[src/sv/mhl_pkg.sv]
`default_nettype none

package mhl_pkg;

	// list capacity and id space
	localparam int MAX_HISTORY = 16;
	localparam int MAX_ENTRIES = 256;

	// derived widths
	localparam int ID_W    = $clog2(MAX_ENTRIES);
	localparam int ADDR_W  = $clog2(MAX_HISTORY);
	localparam int CNT_W   = $clog2(MAX_HISTORY + 1);
	localparam int POS_W   = 5;
	localparam int ECNT_W  = 9;
	localparam int LIMIT_W = 5;
	localparam int CFG_W   = 9;

	// input operations
	localparam logic OP_APPEND = 1'b0;
	localparam logic OP_LOOKUP = 1'b1;

	// configuration register indexes
	localparam logic REG_ENTRY_COUNT   = 1'b0;
	localparam logic REG_HISTORY_LIMIT = 1'b1;

	localparam logic [LIMIT_W-1:0] LIMIT_RESET = LIMIT_W'(MAX_HISTORY);

	// sequencer states
	typedef enum logic [6:0] {
		ST_IDLE = 7'b0000001,
		ST_LOOK = 7'b0000010,
		ST_SCAN = 7'b0000100,
		ST_SCMP = 7'b0001000,
		ST_SHRD = 7'b0010000,
		ST_SHWR = 7'b0100000,
		ST_DONE = 7'b1000000
	} state_t;

endpackage

`default_nettype wire

[src/sv/mhl_if.sv]
`default_nettype none

// request channel
interface hist_req_if;
	logic                       valid;
	logic                       ready;
	logic                       opcode;
	logic [mhl_pkg::ID_W-1:0]  item_id;
	logic [mhl_pkg::POS_W-1:0] position;

	modport source (output valid, output opcode, output item_id, output position, input ready);
	modport sink (input valid, input opcode, input item_id, input position, output ready);
endinterface

// response channel
interface hist_rsp_if;
	logic                       valid;
	logic                       ready;
	logic [mhl_pkg::ID_W-1:0]  result_id;
	logic                       result_valid;
	logic [mhl_pkg::CNT_W-1:0] history_length;

	modport source (output valid, output result_id, output result_valid,
		output history_length, input ready);
	modport sink (input valid, input result_id, input result_valid,
		input history_length, output ready);
endinterface

// configuration write channel
interface hist_cfg_if;
	logic                       valid;
	logic                       ready;
	logic                       index;
	logic [mhl_pkg::CFG_W-1:0] data;

	modport source (output valid, output index, output data, input ready);
	modport sink (input valid, input index, input data, output ready);
endinterface

`default_nettype wire

[src/sv/mhl_ram.sv]
`default_nettype none

module mhl_ram #(
	parameter int WIDTH = 8,
	parameter int DEPTH = 16
) (
	input  wire logic                     clk,
	input  wire logic                     we,
	input  wire logic [$clog2(DEPTH)-1:0] waddr,
	input  wire logic [WIDTH-1:0]         wdata,
	input  wire logic                     re,
	input  wire logic [$clog2(DEPTH)-1:0] raddr,
	output logic      [WIDTH-1:0]         rdata_q
);

	logic [WIDTH-1:0] mem_q [DEPTH];

	// one write port, one registered read port
	always_ff @(posedge clk) begin
		if (we) begin
			mem_q[waddr] <= wdata;
		end
		if (re) begin
			rdata_q <= mem_q[raddr];
		end
	end

endmodule

`default_nettype wire

[src/sv/mru_history_list.sv]
// channel | dir | payload
// req     | in  | opcode, item_id, position
// rsp     | out | result_id, result_valid, history_length
// cfg     | in  | index (0 entry_count, 1 history_limit), data; always ready
//
// a lookup reads the entry at its position; an append whose id is at or past entry_count is ignored;
// any other append scans the listed entries with the single compare unit, then moves
// entries back by alternate reads and writes of the list ram and puts the id at the
// front (a new id is dropped when the history limit is zero)
// the next request is taken once the sequencer is back in idle, even while a
// result still waits in the output register; it stalls only when a second
// result is ready and the first has not gone
// reset clears the list length and control; the list ram needs no clearing
`default_nettype none

module mru_history_list (
	input wire logic  clk,
	input wire logic  arst_n,
	hist_req_if.sink   req,
	hist_rsp_if.source rsp,
	hist_cfg_if.sink   cfg
);

	mhl_pkg::state_t state_q;

	logic [mhl_pkg::ECNT_W-1:0]  entry_count_q;
	logic [mhl_pkg::LIMIT_W-1:0] history_limit_q;
	logic [mhl_pkg::CNT_W-1:0]   count_q;
	logic [mhl_pkg::CNT_W-1:0]   idx_q;
	logic [mhl_pkg::ADDR_W-1:0]  k_q;
	logic [mhl_pkg::ID_W-1:0]    id_q;
	logic [mhl_pkg::ID_W-1:0]    res_id_q;
	logic                        res_valid_q;
	logic                        out_valid_q;
	logic [mhl_pkg::ID_W-1:0]    out_id_q;
	logic                        out_ok_q;
	logic [mhl_pkg::CNT_W-1:0]   out_len_q;

	logic                        ram_we;
	logic [mhl_pkg::ADDR_W-1:0]  ram_waddr;
	logic [mhl_pkg::ID_W-1:0]    ram_wdata;
	logic                        ram_re;
	logic [mhl_pkg::ADDR_W-1:0]  ram_raddr;
	logic [mhl_pkg::ID_W-1:0]    ram_rdata;

	logic [mhl_pkg::CNT_W-1:0]   limit;
	logic [mhl_pkg::CNT_W-1:0]   cut_count;
	logic                        req_xfer;
	logic                        out_free;

	assign req_xfer = req.valid && req.ready;
	assign out_free = !out_valid_q || rsp.ready;

	// effective limit and the length left after a cut
	always_comb begin
		if (history_limit_q > mhl_pkg::LIMIT_W'(mhl_pkg::MAX_HISTORY)) begin
			limit = mhl_pkg::CNT_W'(mhl_pkg::MAX_HISTORY);
		end else begin
			limit = mhl_pkg::CNT_W'(history_limit_q);
		end
		if (count_q >= limit) begin
			cut_count = limit - mhl_pkg::CNT_W'(1);
		end else begin
			cut_count = count_q;
		end
	end

	// ram port steering
	always_comb begin
		ram_we    = 1'b0;
		ram_waddr = k_q;
		ram_wdata = ram_rdata;
		ram_re    = 1'b0;
		ram_raddr = k_q - mhl_pkg::ADDR_W'(1);
		unique case (state_q)
			mhl_pkg::ST_IDLE: begin
				ram_re    = req_xfer;
				ram_raddr = req.position[mhl_pkg::ADDR_W-1:0];
			end
			mhl_pkg::ST_SCAN: begin
				ram_re    = 1'b1;
				ram_raddr = idx_q[mhl_pkg::ADDR_W-1:0];
			end
			mhl_pkg::ST_SHRD: begin
				if (k_q == '0) begin
					ram_we    = 1'b1;
					ram_wdata = id_q;
				end else begin
					ram_re = 1'b1;
				end
			end
			mhl_pkg::ST_SHWR: begin
				ram_we = 1'b1;
			end
			default: begin
			end
		endcase
	end

	mhl_ram #(
		.WIDTH(mhl_pkg::ID_W),
		.DEPTH(mhl_pkg::MAX_HISTORY)
	) u_list (
		.clk    (clk),
		.we     (ram_we),
		.waddr  (ram_waddr),
		.wdata  (ram_wdata),
		.re     (ram_re),
		.raddr  (ram_raddr),
		.rdata_q(ram_rdata)
	);

	// configuration registers
	always_ff @(posedge clk or negedge arst_n) begin
		if (!arst_n) begin
			entry_count_q   <= '0;
			history_limit_q <= mhl_pkg::LIMIT_RESET;
		end else if (cfg.valid) begin
			unique case (cfg.index)
				mhl_pkg::REG_ENTRY_COUNT:   entry_count_q   <= cfg.data;
				mhl_pkg::REG_HISTORY_LIMIT: history_limit_q <= cfg.data[mhl_pkg::LIMIT_W-1:0];
				default: begin
				end
			endcase
		end
	end

	// sequencer
	always_ff @(posedge clk or negedge arst_n) begin
		if (!arst_n) begin
			state_q <= mhl_pkg::ST_IDLE;
			count_q <= '0;
			idx_q   <= '0;
			k_q     <= '0;
		end else begin
			unique case (state_q)
				mhl_pkg::ST_IDLE: begin
					if (req_xfer) begin
						idx_q <= '0;
						if (req.opcode == mhl_pkg::OP_LOOKUP) begin
							if (req.position < mhl_pkg::POS_W'(count_q)) begin
								state_q <= mhl_pkg::ST_LOOK;
							end else begin
								state_q <= mhl_pkg::ST_DONE;
							end
						end else if ({1'b0, req.item_id} >= entry_count_q) begin
							state_q <= mhl_pkg::ST_DONE;
						end else begin
							state_q <= mhl_pkg::ST_SCAN;
						end
					end
				end
				mhl_pkg::ST_LOOK: begin
					state_q <= mhl_pkg::ST_DONE;
				end
				mhl_pkg::ST_SCAN: begin
					if (idx_q < count_q) begin
						state_q <= mhl_pkg::ST_SCMP;
					end else if (limit == '0) begin
						state_q <= mhl_pkg::ST_DONE;
					end else begin
						count_q <= cut_count + mhl_pkg::CNT_W'(1);
						k_q     <= cut_count[mhl_pkg::ADDR_W-1:0];
						state_q <= mhl_pkg::ST_SHRD;
					end
				end
				mhl_pkg::ST_SCMP: begin
					if (ram_rdata == id_q) begin
						k_q     <= idx_q[mhl_pkg::ADDR_W-1:0];
						state_q <= mhl_pkg::ST_SHRD;
					end else begin
						idx_q   <= idx_q + mhl_pkg::CNT_W'(1);
						state_q <= mhl_pkg::ST_SCAN;
					end
				end
				mhl_pkg::ST_SHRD: begin
					if (k_q == '0) begin
						state_q <= mhl_pkg::ST_DONE;
					end else begin
						state_q <= mhl_pkg::ST_SHWR;
					end
				end
				mhl_pkg::ST_SHWR: begin
					k_q     <= k_q - mhl_pkg::ADDR_W'(1);
					state_q <= mhl_pkg::ST_SHRD;
				end
				mhl_pkg::ST_DONE: begin
					if (out_free) begin
						state_q <= mhl_pkg::ST_IDLE;
					end
				end
				default: begin
					state_q <= mhl_pkg::ST_IDLE;
				end
			endcase
		end
	end

	// item payload and pending result
	always_ff @(posedge clk) begin
		if (state_q == mhl_pkg::ST_IDLE && req_xfer) begin
			id_q        <= req.item_id;
			res_id_q    <= '0;
			res_valid_q <= 1'b0;
		end else if (state_q == mhl_pkg::ST_LOOK) begin
			res_id_q    <= ram_rdata;
			res_valid_q <= 1'b1;
		end
	end

	// output register
	always_ff @(posedge clk or negedge arst_n) begin
		if (!arst_n) begin
			out_valid_q <= 1'b0;
		end else if (state_q == mhl_pkg::ST_DONE && out_free) begin
			out_valid_q <= 1'b1;
		end else if (rsp.ready) begin
			out_valid_q <= 1'b0;
		end
	end

	always_ff @(posedge clk) begin
		if (state_q == mhl_pkg::ST_DONE && out_free) begin
			out_id_q  <= res_id_q;
			out_ok_q  <= res_valid_q;
			out_len_q <= count_q;
		end
	end

	assign req.ready          = (state_q == mhl_pkg::ST_IDLE);
	assign cfg.ready          = 1'b1;
	assign rsp.valid          = out_valid_q;
	assign rsp.result_id      = out_id_q;
	assign rsp.result_valid   = out_ok_q;
	assign rsp.history_length = out_len_q;

endmodule

`default_nettype wire

[src/flat_wrapper.sv]
// flat-port wrapper written by rule: the top's interface ports become plain ports
module mru_history_list_flat 
  (clk, arst_n, req_valid, req_opcode, req_item_id, req_position, req_ready, rsp_valid, rsp_result_id, rsp_result_valid, rsp_history_length, rsp_ready, cfg_valid, cfg_index, cfg_data, cfg_ready);
  hist_req_if req_i ();
  hist_rsp_if rsp_i ();
  hist_cfg_if cfg_i ();
  input wire logic clk;
  input wire logic arst_n;
  input wire logic [$bits(req_i.valid)-1:0] req_valid;
  input wire logic [$bits(req_i.opcode)-1:0] req_opcode;
  input wire logic [$bits(req_i.item_id)-1:0] req_item_id;
  input wire logic [$bits(req_i.position)-1:0] req_position;
  output wire logic [$bits(req_i.ready)-1:0] req_ready;
  output wire logic [$bits(rsp_i.valid)-1:0] rsp_valid;
  output wire logic [$bits(rsp_i.result_id)-1:0] rsp_result_id;
  output wire logic [$bits(rsp_i.result_valid)-1:0] rsp_result_valid;
  output wire logic [$bits(rsp_i.history_length)-1:0] rsp_history_length;
  input wire logic [$bits(rsp_i.ready)-1:0] rsp_ready;
  input wire logic [$bits(cfg_i.valid)-1:0] cfg_valid;
  input wire logic [$bits(cfg_i.index)-1:0] cfg_index;
  input wire logic [$bits(cfg_i.data)-1:0] cfg_data;
  output wire logic [$bits(cfg_i.ready)-1:0] cfg_ready;
  assign req_i.valid = req_valid;
  assign req_i.opcode = req_opcode;
  assign req_i.item_id = req_item_id;
  assign req_i.position = req_position;
  assign req_ready = req_i.ready;
  assign rsp_valid = rsp_i.valid;
  assign rsp_result_id = rsp_i.result_id;
  assign rsp_result_valid = rsp_i.result_valid;
  assign rsp_history_length = rsp_i.history_length;
  assign rsp_i.ready = rsp_ready;
  assign cfg_i.valid = cfg_valid;
  assign cfg_i.index = cfg_index;
  assign cfg_i.data = cfg_data;
  assign cfg_ready = cfg_i.ready;
  mru_history_list u_core (.clk(clk), .arst_n(arst_n), .req(req_i), .rsp(rsp_i), .cfg(cfg_i));
endmodule
[config.mk]
export PLATFORM = sky130hd
export DESIGN_NAME = mru_history_list_flat
export DESIGN_NICKNAME = d
export VERILOG_FILES = /design/src/sv/mhl_pkg.sv /design/src/sv/mhl_if.sv /design/src/sv/mhl_ram.sv /design/src/sv/mru_history_list.sv /design/src/flat_wrapper.sv
export SDC_FILE = /design/constraint.sdc
export NUM_CORES = 1
export LEC_CHECK = 0
export ABC_AREA = 0
export BUFFER_PORTS_ARGS = -buffer_cell sky130_fd_sc_hd__buf_2
export CAP_MARGIN = 15
export CORE_MARGIN = 2
export CORE_UTILIZATION = 55
export DETAILED_ROUTE_END_ITERATION = 16
export GPL_TIMING_DRIVEN = 0
export PLACE_DENSITY = 0.73
export SLEW_MARGIN = 20
export SYNTH_ARGS = -nofsm -noshare
export SYNTH_HDL_FRONTEND = slang
export SYNTH_SLANG_ARGS = --single-unit
[constraint.sdc]
create_clock -name clk -period 3.61 [get_ports clk]
set_input_delay 0.361 -clock clk [delete_from_list [all_inputs] [get_ports clk]]
set_output_delay 0.361 -clock clk [all_outputs]
set_load 0.03 [all_outputs]
## Word-level counts from Yosys, hierarchy flattened

Memory sizes are Yosys's and may differ from the RTL's. A register that Yosys moved wholly into a read port is not among the register bits.
Index checks and enable logic that the tools add are counted.
Widths: inputs -> output; s select.

| storage, ports and cells | value |
|---|---|
| bits in registers | 67 |
| memory bits (writable) | 128 |
| input bits | 29 |
| output and inout port bits | 17 |
| word-level logic and storage cells | 86 |
| memories | 1 |

| cells by class | value |
|---|---|
| add/subtract/negate cells | 4 |
| order comparisons | 5 |
| eq/ne operators | 14 |
| muxes and demuxes | 30 |
| bitwise operators | 3 |
| reduce and logical (&&, ||, !) cells | 16 |

Memory list:

| memory | depth | width | rd ports | clocked after memory_dff | wr ports | RTL line | text |
|---|---|---|---|---|---|---|---|
| u_core.u_list.mem_q | 16 | 8 | 1 | 1 | 1 | mhl_ram.sv:16 | `logic [WIDTH-1:0] mem_q [DEPTH];` |

Operators with widths:

| operator | count |
|---|---|
| $mux 7 | 8 |
| $pmux 7 s7 | 1 |
| $mux 5 | 5 |
| $mux 8 | 2 |
| $mux 4 | 3 |
| $pmux 4 s3 | 1 |
| $add 5x1->5 const B | 2 |
| $lt 5x5->1 | 2 |
| $pmux 5 s2 | 1 |
| $ge 8x9->1 | 1 |
| $eq 8x8->1 | 1 |
| $ne 2x2->1 const B | 4 |
| $pmux 4 s2 | 1 |
| $eq 7x1->1 const B | 1 |
| $eq 7x2->1 const B | 1 |
| $eq 7x3->1 const B | 1 |
| $eq 7x4->1 const B | 1 |
| $eq 7x5->1 const B | 1 |
| $eq 7x6->1 const B | 1 |
| $eq 7x7->1 const B | 1 |
| $mux 1 | 6 |
| $reduce_and 2->1 | 3 |
| $reduce_and 3->1 | 2 |
| $ge 5x5->1 | 1 |
| 15 further kinds | 21 |

## Longest topological paths before layout

| logic depth | value |
|---|---|
| word-level depth | 7 |
| mapped depth | 16 |
| depth with buffers taken out | 15 |

## Cells and area by module

Synthesis repeated with hierarchy kept, for this count alone.

| second synthesis, totals | value |
|---|---|
| cells, all modules | 591 |
| area, all modules | 8958.6 um^2 |

Modules (own cells, without submodules):

| module | times used | cells an instance | area an instance (um^2) | sequential area each (um^2) |
|---|---|---|---|---|
| mhl_ram | 1 | 229 | 5227.5 | 4083.9 |
| mru_history_list | 1 | 362 | 3731.1 | 1744.2 |

## Worst setup path before layout

No wires, ideal clock.

| timing path | value |
|---|---|
| path kind | reg-to-reg |
| start | register u_core.history_limit_q[4] in the netlist's numbering |
| end | register u_core.count_q[4] in the netlist's numbering |
| setup time | 143 ps |
| arrival time | 2866 ps |
| required time | 3467 ps |
| setup slack | 601 ps |
| cell stages (with the launch flop) | 16 |
| buffers on the path | 1 |
| period minus slack after synthesis | 3009 ps |
| cell sequence | dfstp_2 -> inv_1 -> nand2_1 -> ha_1 -> a21o_1 -> a21o_1 -> a211o_1 -> clkbuf_1 -> mux2i_1 -> inv_1 -> ha_1 -> nand2_1 -> mux2i_1 -> nor3_1 -> o22ai_1 -> a21oi_1 |

| on the way | value |
|---|---|
| longest elaborated chain between the ends | 5 |
| elaborated cells on any way between the ends | 9 |
| classes of those cells | add/sub: 2; order compare: 2; mux: 2; bitwise: 1; reduce/logical: 2 |

RTL lines:

| item | RTL line | text |
|---|---|---|
| from (decl) | mru_history_list.sv:27 | `logic [mhl_pkg::LIMIT_W-1:0] history_limit_q;` |
| from (signal assigned) | mru_history_list.sv:117 | `history_limit_q <= mhl_pkg::LIMIT_RESET;` |
| from (signal assigned) | mru_history_list.sv:121 | `mhl_pkg::REG_HISTORY_LIMIT: history_limit_q <= cfg.data[mhl_pkg::LIMIT_W-1:0];` |
| $gt 5x5->1 | mru_history_list.sv:56 | `if (history_limit_q > mhl_pkg::LIMIT_W'(mhl_pkg::MAX_HISTORY)) begin` |
| $mux 5 * | mru_history_list.sv:56 |  |
| $sub 5x1->5 (tied with other cells) | mru_history_list.sv:62 | `cut_count = limit - mhl_pkg::CNT_W'(1);` |
| $mux 5 / $not 1->1 (equally long branches) | - |  |
| $add 5x1->5 / $reduce_and 3->1 (equally long branches) | - |  |
| to (signal assigned) | mru_history_list.sv:162 | `count_q <= cut_count + mhl_pkg::CNT_W'(1);` |
| to (decl) | mru_history_list.sv:28 | `logic [mhl_pkg::CNT_W-1:0] count_q;` |

Every way passes the cells marked *; elsewhere a longest branch is shown, timed or not.
A chain may end at the register's enable or synchronous reset.

## Final worst setup path

Same ends and word-level chain as after synthesis.

==> impl_metrics.ini <==
[outcome]
status = finished, final reports clean

[placement]
port_buffers = 44
place_worst_setup_slack_ns = 0.154
hpwlAfterDp_um = 14500
gp_congestion = 0.881
dp.cells = 1012

[detailed_routing]
drt_wl_total_um = 20800
first_pass_iters = 5
viasPerCell = 5.88
ant_nets = 0
route.detailed.drc = 0
drt_iter0_markers = 502
vias = 6171
post_drt_wl_per_cell_um = 19.8

[clocking]
cts_root_buf = clkbuf_16
cts_tree = yes
cts.sinks = 203
cts_inserted_buffers = 22
h-tree-depth = 1
path_clk_slew_ns = 0.06
cts_max_path_buffers = 3
clkLatencyLatePin_ns = 0.51

[grt]
grt_pass1_vias = 6197
antenna_found_initial = 0
grt_start_max_net_pins = 37
overflow = 0
grt.total_usage = 0.237
grt_pass1_wl_um = 32600

[min_path]
worstHoldEndpoint = u_core.id_q[5]
hold_depth = 1
worstHoldStart = req_item_id[5]
worstHoldPathType = input pin to flop

[critical_path]
crit_start = u_core.history_limit_q[4]
r2r_cells = 14
path_class = flop to flop
cp_max_fo = 9
cp_num_buf_inv = 2
r2r-end = u_core.count_q[4]
cp.depth = 14
cp_data_arrival_time_ns = 3.73
r2r-start = u_core.history_limit_q[4]
crit_path_cell_trace = inv_1 > nand2_1 > ha_1 > a21o_1 > a21o_1 > a211o_1 > mux2i_2 > inv_1 > ha_1 > nand2_1 > mux2i_1 > nor3_1 > o22ai_1 > a21oi_1
cp_slowest_cell = dfstp_2
start_kind = flop
crit_path_end_kind = flop
cp_data_required_time_ns = 3.98
cp_top_family = compound AO/OA/AOI/OAI gates
r2r_setup_slack_ns = 0.25
max_stage_delay_ns = 0.55

[logic_synthesis]
yosys_warnings = 0
synth_area_per_cell_um2 = 12.4
synth_cells = 747
async_reset_ff_frac = 0.177
synth_fa_ha_area_frac = 0.0391
synth_top_family_by_area = simple AND/OR/NAND/NOR gates
synth.net_count = 805
yosys-top-cells-count = edfxtp_1, nand2_1, nand3_1
synthMuxAreaShare = 0.0656
syn_area_um2 = 9270
synthTopCellsByArea = edfxtp_1, dfrtp_1, nand2_1, mux2i_1, ha_1
synth_ff_type = edfxtp_1
seq_area_frac_synth = 0.629
synthSimpleGateAreaFrac = 0.138
yosysTopAreaCell = edfxtp_1
synth_top_area_frac = 0.512
synth_seq_cells = 203
synth-compound-area-share = 0.0854
yosysMostFrequentCell = edfxtp_1
synth_edf_count = 158
yosysUniqueCellTypes = 62
synth_xor_area_frac = 0.0142

[power]
peakVddDrop_v = 0.000408
p_leak_nw = 4.16
power_density_nw_per_um2 = 877

[sta]
min_period_ns = 3.36
fin_skew_ns = 0.0219
slew_headroom = 0.311
rsz0062_at_grt = false
finalHoldViolations = 0
fin_crit_sh = 0.932
setup_viol = 0
tns_ns = 0
fmax_ghz = 0.297
fin_hold_ws_ns = 0.0500
post-route-worst-setup-slack_ns = 0.246
finalMaxSlewViolations = 0
worst_slew_pin_slew_ns = 1.03

[flow_run]
max-cap-violations = 0

[finish]
n_antenna_cell = 0
drive_gt1_frac = 0.165
fin_cells = 1050
final_util = 0.634
area_growth_pct = 13.0
nets = 874

[die]
die_area_um2 = 17900
die_h_um = 134
num_rows = 47
ios = 46
fp.dieW_um = 134
core_area_um2 = 16500
start_util = 0.561
==> power by group <==
part,switching (W),total (W),internal (W)
registers,0.000175,0.00320,0.00302
logic,0.00251,0.00388,0.00137
clock network,0.000892,0.00211,0.00121
total,0.00358,0.00919,0.00561
==> area by class of cell <==
type | count | area (µm²)
Fill cell | 1289 | 6050
Sequential cell | 203 | 5830
Multi-Input combinational cell | 486 | 3190
Clock buffer | 26 | 576
Tap cell | 220 | 275
Timing Repair Buffer | 46 | 245
Buffer | 28 | 150
Inverter | 29 | 109
Clock inverter | 12 | 103
==> how the worst max path moves through the flow <==
stage	endpoint	slack (ns)
3_5_place_dp	u_core.count_q[4]	0.15
2_1_floorplan	u_core.count_q[4]	0.60
4_1_cts	u_core.count_q[4]	0.13
6_report	u_core.count_q[4]	0.25
3_3_place_gp	u_core.count_q[4]	0.21
5_1_grt	u_core.count_q[4]	0.05
==> placed cells by master, fill, tap and decap left out, types with 22 or more instances in the layout <==
master | netlist | final
nor2_1 | 40 | 40
clkbuf_16 | 0 | 22
dfrtp_1 | 34 | 34
inv_1 | 29 | 29
edfxtp_1 | 158 | 158
buf_2 | 18 | 62
ha_1 | 29 | 29
o21ai_0 | 24 | 23
nand2_1 | 116 | 116
nand3_1 | 48 | 48
mux2i_1 | 39 | 38
==> flip-flops by register name, indices dropped and copies added, names as in the netlist <==
register                   cells
u_core.rsp.result_valid        1
u_core.id_q                    8
u_core.u_list.rdata_q          8
u_core.u_list.mem_q          128
u_core.res_id_q                8
u_core.idx_q                   5
u_core.rsp.valid               1
u_core.count_q                 5
u_core.rsp.result_id           8
u_core.res_valid_q             1
u_core.state_q                 7
u_core.rsp.history_length      5
u_core.k_q                     4
u_core.history_limit_q         5
u_core.entry_count_q           9
==> timing repair <==
action                                  CTS  global route
endpoints found under the setup margin    0             1
buffers inserted                          0             0
resized for setup                         0             1
endpoints found under the hold margin    34             0
hold buffers                              1             0
==> cells by family (layout without fill, tap and decap cells) <==
logic type,after synthesis,count (layout)
and+or+nand+nor,275,275
AOI/OAI and AO/OA,108,108
other,1,1
adders and majority gates,29,29
buffers and inverters,58,141
DFF,203,203
xor gates and xnor gates,15,15
muxes,58,58
==> routing by layer <==
| layer | track usage | up-vias | part of all wire |
|---|---|---|---|
| li1 | - | 2888 | - |
| met1 | 0.307 | 3044 | 0.41 |
| met2 | 0.408 | 201 | 0.51 |
| met3 | 0.0378 | 38 | 0.053 |
| met4 | 0.0816 | 0 | 0.030 |
| met5 | 0 | - | 0 |
==> per-stage QoR <==
step	total power, W	instance area (µm²)
2_1_floorplan	0.00591	9270
3_3_place_gp	0.00693	9770
3_5_place_dp	0.00705	9780
4_1_cts	0.00919	10500
5_1_grt	0.00966	10500
6_report	0.00919	10500
(Power assumes the default switching activity.)
